**src/rtl/b2d_pkg.sv**
```systemverilog
// ----------------------------------------------------------------------------
// b2d_pkg
// Shared types and constants for the binary to decimal digit serializer.
// ----------------------------------------------------------------------------
package b2d_pkg;

    localparam int VALUE_BITS_DEF = 31;
    localparam int DIGIT_W        = 4;

    // controller to datapath
    typedef struct packed {
        logic load;    // take a new value, clear digits
        logic dabble;  // one double-dabble step
        logic drop;    // discard a leading zero digit
        logic emit;    // move top digit into the output register
    } b2d_cmd_t;

    // datapath to controller
    typedef struct packed {
        logic cnt_last;  // counter on its final step
        logic top_zero;  // top digit is zero
        logic out_free;  // output register can take a beat
    } b2d_sts_t;

endpackage

```
**src/rtl/b2d_ctrl.sv**
```systemverilog
// ----------------------------------------------------------------------------
// b2d_ctrl
// Sequencer: load, bit-serial conversion, leading zero skip, digit output.
// ----------------------------------------------------------------------------
module b2d_ctrl (
    input  logic              aclk,
    input  logic              aresetn,
    input  logic              s_tvalid,
    output logic              s_tready,
    input  b2d_pkg::b2d_sts_t sts,
    output b2d_pkg::b2d_cmd_t cmd
);
    import b2d_pkg::*;

    localparam logic [1:0] ST_IDLE = 2'd0;
    localparam logic [1:0] ST_CONV = 2'd1;
    localparam logic [1:0] ST_SKIP = 2'd2;
    localparam logic [1:0] ST_EMIT = 2'd3;

    logic [1:0] state_reg;
    logic [1:0] state_next;

    assign s_tready = (state_reg == ST_IDLE);

    always_comb begin
        state_next = state_reg;
        cmd        = '0;
        case (state_reg)
            ST_IDLE: begin
                if (s_tvalid) begin
                    cmd.load   = 1'b1;
                    state_next = ST_CONV;
                end
            end
            ST_CONV: begin
                cmd.dabble = 1'b1;
                if (sts.cnt_last) begin
                    state_next = ST_SKIP;
                end
            end
            ST_SKIP: begin
                // keep at least one digit so zero gives a single 0
                if (sts.top_zero && !sts.cnt_last) begin
                    cmd.drop = 1'b1;
                end else begin
                    state_next = ST_EMIT;
                end
            end
            ST_EMIT: begin
                if (sts.out_free) begin
                    cmd.emit = 1'b1;
                    if (sts.cnt_last) begin
                        state_next = ST_IDLE;
                    end
                end
            end
            default: begin
                state_next = ST_IDLE;
            end
        endcase
    end

    always_ff @(posedge aclk) begin
        if (!aresetn) begin
            state_reg <= ST_IDLE;
        end else begin
            state_reg <= state_next;
        end
    end

endmodule

```
**src/rtl/b2d_dpath.sv**
```systemverilog
// ----------------------------------------------------------------------------
// b2d_dpath
// Shift register, BCD digit register, step counter and output register.
// ----------------------------------------------------------------------------
module b2d_dpath #(
    parameter int VALUE_BITS = b2d_pkg::VALUE_BITS_DEF,
    parameter int NUM_DIGITS = 10
) (
    input  logic                           aclk,
    input  logic                           aresetn,
    input  logic [VALUE_BITS-1:0]          value,
    input  b2d_pkg::b2d_cmd_t              cmd,
    output b2d_pkg::b2d_sts_t              sts,
    input  logic                           out_ready,
    output logic                           out_valid,
    output logic [b2d_pkg::DIGIT_W-1:0]    out_digit,
    output logic                           out_last
);
    import b2d_pkg::*;

    localparam int BCD_W = DIGIT_W * NUM_DIGITS;
    localparam int CNT_W = $clog2(VALUE_BITS + 1);

    logic [VALUE_BITS-1:0] val_reg;
    logic [BCD_W-1:0]      bcd_reg;
    logic [CNT_W-1:0]      cnt_reg;
    logic                  out_valid_reg;
    logic [DIGIT_W-1:0]    out_digit_reg;
    logic                  out_last_reg;
    logic [BCD_W-1:0]      bcd_adj;
    logic [DIGIT_W-1:0]    top_digit;

    // add three to every digit of five or more before the shift
    always_comb begin
        for (int i = 0; i < NUM_DIGITS; i++) begin
            if (bcd_reg[i*DIGIT_W +: DIGIT_W] >= DIGIT_W'(5)) begin
                bcd_adj[i*DIGIT_W +: DIGIT_W] = bcd_reg[i*DIGIT_W +: DIGIT_W] + DIGIT_W'(3);
            end else begin
                bcd_adj[i*DIGIT_W +: DIGIT_W] = bcd_reg[i*DIGIT_W +: DIGIT_W];
            end
        end
    end

    assign top_digit    = bcd_reg[BCD_W-1 -: DIGIT_W];
    assign sts.cnt_last = (cnt_reg == CNT_W'(1));
    assign sts.top_zero = (top_digit == '0);
    assign sts.out_free = !out_valid_reg || out_ready;

    always_ff @(posedge aclk) begin
        if (cmd.load) begin
            val_reg <= value;
            bcd_reg <= '0;
            cnt_reg <= CNT_W'(VALUE_BITS);
        end else if (cmd.dabble) begin
            val_reg <= {val_reg[VALUE_BITS-2:0], 1'b0};
            bcd_reg <= {bcd_adj[BCD_W-2:0], val_reg[VALUE_BITS-1]};
            // counter switches from bit steps to digit steps
            cnt_reg <= sts.cnt_last ? CNT_W'(NUM_DIGITS) : cnt_reg - CNT_W'(1);
        end else if (cmd.drop || cmd.emit) begin
            bcd_reg <= {bcd_reg[BCD_W-DIGIT_W-1:0], {DIGIT_W{1'b0}}};
            cnt_reg <= cnt_reg - CNT_W'(1);
        end
    end

    always_ff @(posedge aclk) begin
        if (cmd.emit) begin
            out_digit_reg <= top_digit;
            out_last_reg  <= sts.cnt_last;
        end
    end

    always_ff @(posedge aclk) begin
        if (!aresetn) begin
            out_valid_reg <= 1'b0;
        end else if (cmd.emit) begin
            out_valid_reg <= 1'b1;
        end else if (out_ready) begin
            out_valid_reg <= 1'b0;
        end
    end

    assign out_valid = out_valid_reg;
    assign out_digit = out_digit_reg;
    assign out_last  = out_last_reg;

endmodule

```
**src/rtl/binary_to_decimal_digit_serializer_top.sv**
```systemverilog
// Takes one unsigned VALUE_BITS-bit integer per input beat and sends its decimal
// digits most significant first, one digit per output beat, with tlast on the
// final digit; leading zeros are dropped and zero gives a single 0. One number
// is handled at a time: the beat is picked up, then a bit-serial double-dabble
// converts it, leading zeros are dropped one at a time, the first digit sent is
// settled on and the digits are sent. A new beat is taken while the last digit
// of the previous number still waits.
// ----------------------------------------------------------------------------
// binary_to_decimal_digit_serializer_top
// Binary to decimal digit serializer, stream in and stream out.
// ----------------------------------------------------------------------------
module binary_to_decimal_digit_serializer_top #(
    parameter int VALUE_BITS = b2d_pkg::VALUE_BITS_DEF
) (
    input  logic                                aclk,
    input  logic                                aresetn,
    input  logic                                s_tvalid,
    output logic                                s_tready,
    input  logic [((VALUE_BITS+7)/8)*8-1:0]     s_tdata,   // [VALUE_BITS-1:0] value
    output logic                                m_tvalid,
    input  logic                                m_tready,
    output logic [7:0]                          m_tdata,   // [3:0] digit
    output logic                                m_tlast
);
    import b2d_pkg::*;

    // digits of 2^VALUE_BITS - 1, 1233/4096 standing in for log10(2)
    localparam int NUM_DIGITS = (VALUE_BITS * 1233) / 4096 + 1;

    b2d_cmd_t           cmd;
    b2d_sts_t           sts;
    logic [DIGIT_W-1:0] digit;

    b2d_ctrl u_ctrl (
        .aclk     (aclk),
        .aresetn  (aresetn),
        .s_tvalid (s_tvalid),
        .s_tready (s_tready),
        .sts      (sts),
        .cmd      (cmd)
    );

    b2d_dpath #(
        .VALUE_BITS (VALUE_BITS),
        .NUM_DIGITS (NUM_DIGITS)
    ) u_dpath (
        .aclk      (aclk),
        .aresetn   (aresetn),
        .value     (s_tdata[VALUE_BITS-1:0]),
        .cmd       (cmd),
        .sts       (sts),
        .out_ready (m_tready),
        .out_valid (m_tvalid),
        .out_digit (digit),
        .out_last  (m_tlast)
    );

    assign m_tdata = {{(8-DIGIT_W){1'b0}}, digit};

    // a sent digit is always decimal
    a_digit_range: assert property (@(posedge aclk) disable iff (!aresetn)
        m_tvalid |-> (m_tdata[3:0] <= 4'd9))
        else $error("digit out of range");

    // one number at a time
    a_one_in_flight: assert property (@(posedge aclk) disable iff (!aresetn)
        (s_tvalid && s_tready) |=> !s_tready)
        else $error("input taken during conversion");

    // conversion takes cycles, so no digit right after a beat is taken
    a_no_early_digit: assert property (@(posedge aclk) disable iff (!aresetn)
        (s_tvalid && s_tready) |=> !$rose(m_tvalid))
        else $error("digit sent before conversion");

endmodule
```
**config.mk**
```make
export PLATFORM = sky130hd
export DESIGN_NAME = binary_to_decimal_digit_serializer_top
export DESIGN_NICKNAME = d
export VERILOG_FILES = /design/src/rtl/b2d_pkg.sv /design/src/rtl/b2d_ctrl.sv /design/src/rtl/b2d_dpath.sv /design/src/rtl/binary_to_decimal_digit_serializer_top.sv
export SDC_FILE = /design/constraint.sdc
export NUM_CORES = 1
export LEC_CHECK = 0
export ABC_AREA = 1
export BUFFER_PORTS_ARGS = -buffer_cell sky130_fd_sc_hd__clkbuf_2
export CORE_MARGIN = 3
export CORE_UTILIZATION = 54
export DETAILED_ROUTE_END_ITERATION = 12
export HOLD_SLACK_MARGIN = 0.15
export PLACE_DENSITY = 0.76
export SLEW_MARGIN = 20
export SYNTH_ARGS = -nofsm -noshare
export SYNTH_HDL_FRONTEND = slang
export SYNTH_SLANG_ARGS = --single-unit
```
**constraint.sdc**
```tcl
create_clock -name aclk -period 2.4 [get_ports aclk]
set_clock_uncertainty 0.1 [all_clocks]
set_input_delay 0.12 -clock aclk [delete_from_list [all_inputs] [get_ports aclk]]
set_output_delay 0.12 -clock aclk [all_outputs]
set_load 0.01 [all_outputs]
```
==> run summary <==
From synthesis to final layout, the design area changed by 15.6%. Across the whole layout, storage elements account for 2040 um^2. Die extent in x: 103 um.

The critical path ends at u_dpath.cnt_reg[0]$_SDFFE_PP1P_. The worst hold slack across all endpoints was 220 ps. The cell accounting for the most synthesized area was edfxtp_1. The post-detailed-route DRC marker count was 0; the path depth of the worst reg2reg path was 10. The share of the core filled with cells in the final layout was 65.8%.

Summed over all layers, the routed wires come to 11,300 um. The final standard cell area without fillers was 5850 um^2. Tracing the worst setup path back leads to its startpoint at u_dpath.bcd_reg[36]$_SDFFE_PP0P_. Entering global routing, the biggest net connects 52 pins. The instance count of the mapped netlist is 731.

For the worst setup path, the data required time is 2600 ps. The critical path goes through inv_1, ha_1, nand2_1, nor2_2, nand2_4, nand3_4, buf_12, inv_1, nand2_1, nand3_1. The kind of path behind the tightest hold check was input pin to register.

The area occupied by multi-input gates is 2540 um^2, and the I/O pin count is 47. The tools report the overall via count from detail_route as 4,734. The post-synthesis instance area is 5060 um^2, and the first-pass GRT wire length is 19,200 um.

The tools report the clock buffer count from CTS as 9. Headroom to the max-slew limit came out at 58.3%. The total power per unit cell area is 1260 nW/um^2. The setup check on the worst reg-to-reg path leaves a slack of 370 ps. TritonCTS built the clock tree. In the routed layout, each cell is associated on average with a via count of 5.20. Deepest level of the CTS H-tree: 3. The critical register-to-register path startpoint is u_dpath.bcd_reg[36]$_SDFFE_PP0P_. The run gives 29 as the number of library cell types mapped by synthesis. The highest attainable clock frequency came out at 0.492 GHz. For the number of global-route vias before repair, the log shows 4,347. The met3 layer wire length in the routed design is 523 um.

The logs give 0.735 mV for the maximum ir drop on the vdd rail and 0.770 for the last weighted congestion value of the routability-driven placer. The tools report the count of yosys warnings during synthesis as 0. The leakage power came out at 0.00292 uW. The final setup violation count is 0, and the number of buffers inserted by hold repair at cts is 33.

Max-cap violations in this run came to 0. The total overflow left after global routing is 0. The flip-flop count of the largest register, all copies and words added works out to 40. The number of setup buffers added after CTS is 0. The endpoint identified for the worst register-to-register timing path is u_dpath.cnt_reg[0]$_SDFFE_PP1P_.

Number of antenna violations at the first check in global routing: 0. The combined global-route utilization of all metal layers came out at 22.3%. The logs give 0 for the number of pins exceeding their max-slew limit in the final report and 10,600 um^2 for the total die area.

The number of inserted diodes is 0. The worst setup path is launched from a register. In this run the standard cell core region covers 8890 um^2. Data on the critical path arrives at its endpoint at 2230 ps.

Summed over all nets, wire length on met2 after detailed routing comes to 5490 um. The highest fanout seen on the critical path is 35, and the register bit total from synthesis is 84. The tree is rooted in a clkbuf_8. Setup repair after global routing left no endpoint under its margin. For the number of clock sinks seen by CTS, the log shows 84. At the pin with the least slew margin, the transition time is 624 ps. Setup total negative slack on the finished layout was measured at 0 ps.

The source-to-sink clock delay at the later pin of the worst-skew pair was 360 ps. For this run, the leading register cell type out of synthesis is dfxtp_1. The fraction of synthesized cell area taken by the top area cell type is 21.4%, and the number of I/O port buffers is 41. The post-cts sizing count is 0, and the standard cell area after detailed placement is 5330 um^2. For the detailed-routing iteration count for the pre-antenna-repair pass, the log shows 6.

The detailed-route wire length on metal 1 is 5150 um, and the remaining antenna violation count is 0. From bottom edge to top edge, the die measures 103 um. Sorting the synthesized cells by how often they occur yields nand2_1 (270), inv_1 (84), nor2_1 (67).

Sequential cells were found to cover 40.4% of the synthesized design area. The net count of the finished layout was 860; the fraction of layout cells with a size suffix above 1 was 9.60%. After detailed routing, the average wire length per cell comes to 12.4 um.

The top routing layer in use was met4. Number of DRC markers after the initial detailed-route iteration: 363. The slowest stage of the critical path belongs to the cell dfxtp_1.

The run gives 56.9% as the initial standard-cell utilization of the core. The number of endpoints with negative hold slack in the final report is 0, and the maximum single-stage delay on the critical path is 420 ps. Counting the fill cells in the layout gives 755. Yosys attributes the largest share of cell area to edfxtp_1 (21%), nand2_1 (20%), dfxtp_1 (19%). Counting flops with a built-in enable in the synthesized netlist gives 36.

Detailed placement ended at an HPWL of 7220 um. The share of the clock period used by the worst path after layout works out to 84.7%. The clock period minus final worst setup slack is 2030 ps. Clock transition at the register clock pins on the worst setup and hold paths after CTS: 100 ps. The flow ran to the end, and the final reports show no timing, DRC or antenna violations. The nature of the critical path endpoint was a register. The synthesized area per cell works out to 6.92 um^2.

After floorplanning, the core was divided into 34 placement rows. Counting flops with an async set or reset pin after synthesis yields a share of 0%. The clock passes through at most 2 buffers. The most used standard cell by instance count after synthesis was nand2_1. The worst setup path is of the register to register kind.
cell type report:
class | count | share of cell area [%]
clock buffers | 9 | 2.12
clock inverters | 7 | 1.01
inverters | 86 | 5.52
multi-input cells | 533 | 43.4
well taps | 108 | 2.31
flip-flops and latches | 84 | 34.9
repair buffers | 83 | 10.7
metrics by stage:
stage               power (uW)  setup WS (ps)  std cells
CTS                       7400            369        910
floorplan                 5570            110        734
detailed placement        6360            402        861
finish                    7390            368        910
global route              8160            219        910
global placement          6190            432        861
worst min-delay path by stage:
stage / from / cells past startpoint / slack (ps) / end
global placement: aresetn / 3 / 260 / u_ctrl.state_reg[0]$_SDFFE_PN0P_
CTS: s_tvalid / 4 / 200 / u_dpath.cnt_reg[4]$_SDFFE_PP1P_
finish: s_tvalid / 4 / 220 / u_dpath.cnt_reg[4]$_SDFFE_PP1P_
detailed placement: aresetn / 3 / 260 / u_ctrl.state_reg[0]$_SDFFE_PN0P_
floorplan: aresetn / 2 / 140 / u_ctrl.state_reg[1]$_SDFFE_PN0P_
global route: s_tvalid / 4 / 230 / u_dpath.cnt_reg[4]$_SDFFE_PP1P_
power by group:
group	switching [uW]	total, uW	internal [uW]	leakage, uW
clock	584	977	393	0.0000921
sequential	423	2700	2280	0.000750
combinational	2370	3710	1330	0.00208
cell families after synthesis:
group                      after synthesis  share of synthesized area (%)
buffers and inverters                  117                           9.75
AOI/OAI and AO/OA                       72                           7.52
DFF                                     84                           40.4
adders and majority gates               27                           6.68
xor gates and xnor gates                 3                          0.520
and+or+nand+nor                        427                           35.1
other                                    1                         0.0741
metal layers:
layer  global-route usage (%)  vias up
met1                     30.4     2139
met2                     36.7      125
met4                     6.67        0
li1                         -     2458
met3                     3.79       12
met5                        0        -
placed cells by master, fill, tap and decap left out, drive strengths merged:
master	n
xnor2	1
xor2	2
edfxtp	36
clkbuf	50
ha	27
clkinvlp	1
nand3	56
nand4	27
dlygate4sd3	33
conb	4
nand2	273
inv	89
buf	9
nor3	1
dfxtp	48
nor2	69
o21ai	25
o211ai	5
clkinv	3
or2	1
a21oi	41
a21boi	1
worst max-delay path: cells and delay by family, from the launching register on:
kind          cells  cell delay (ps)
buf+inv           3              490
flops             1              420
fa+ha+maj         1              200
simple gates      6              720
Note: power is estimated with default switching activity, not from simulation.
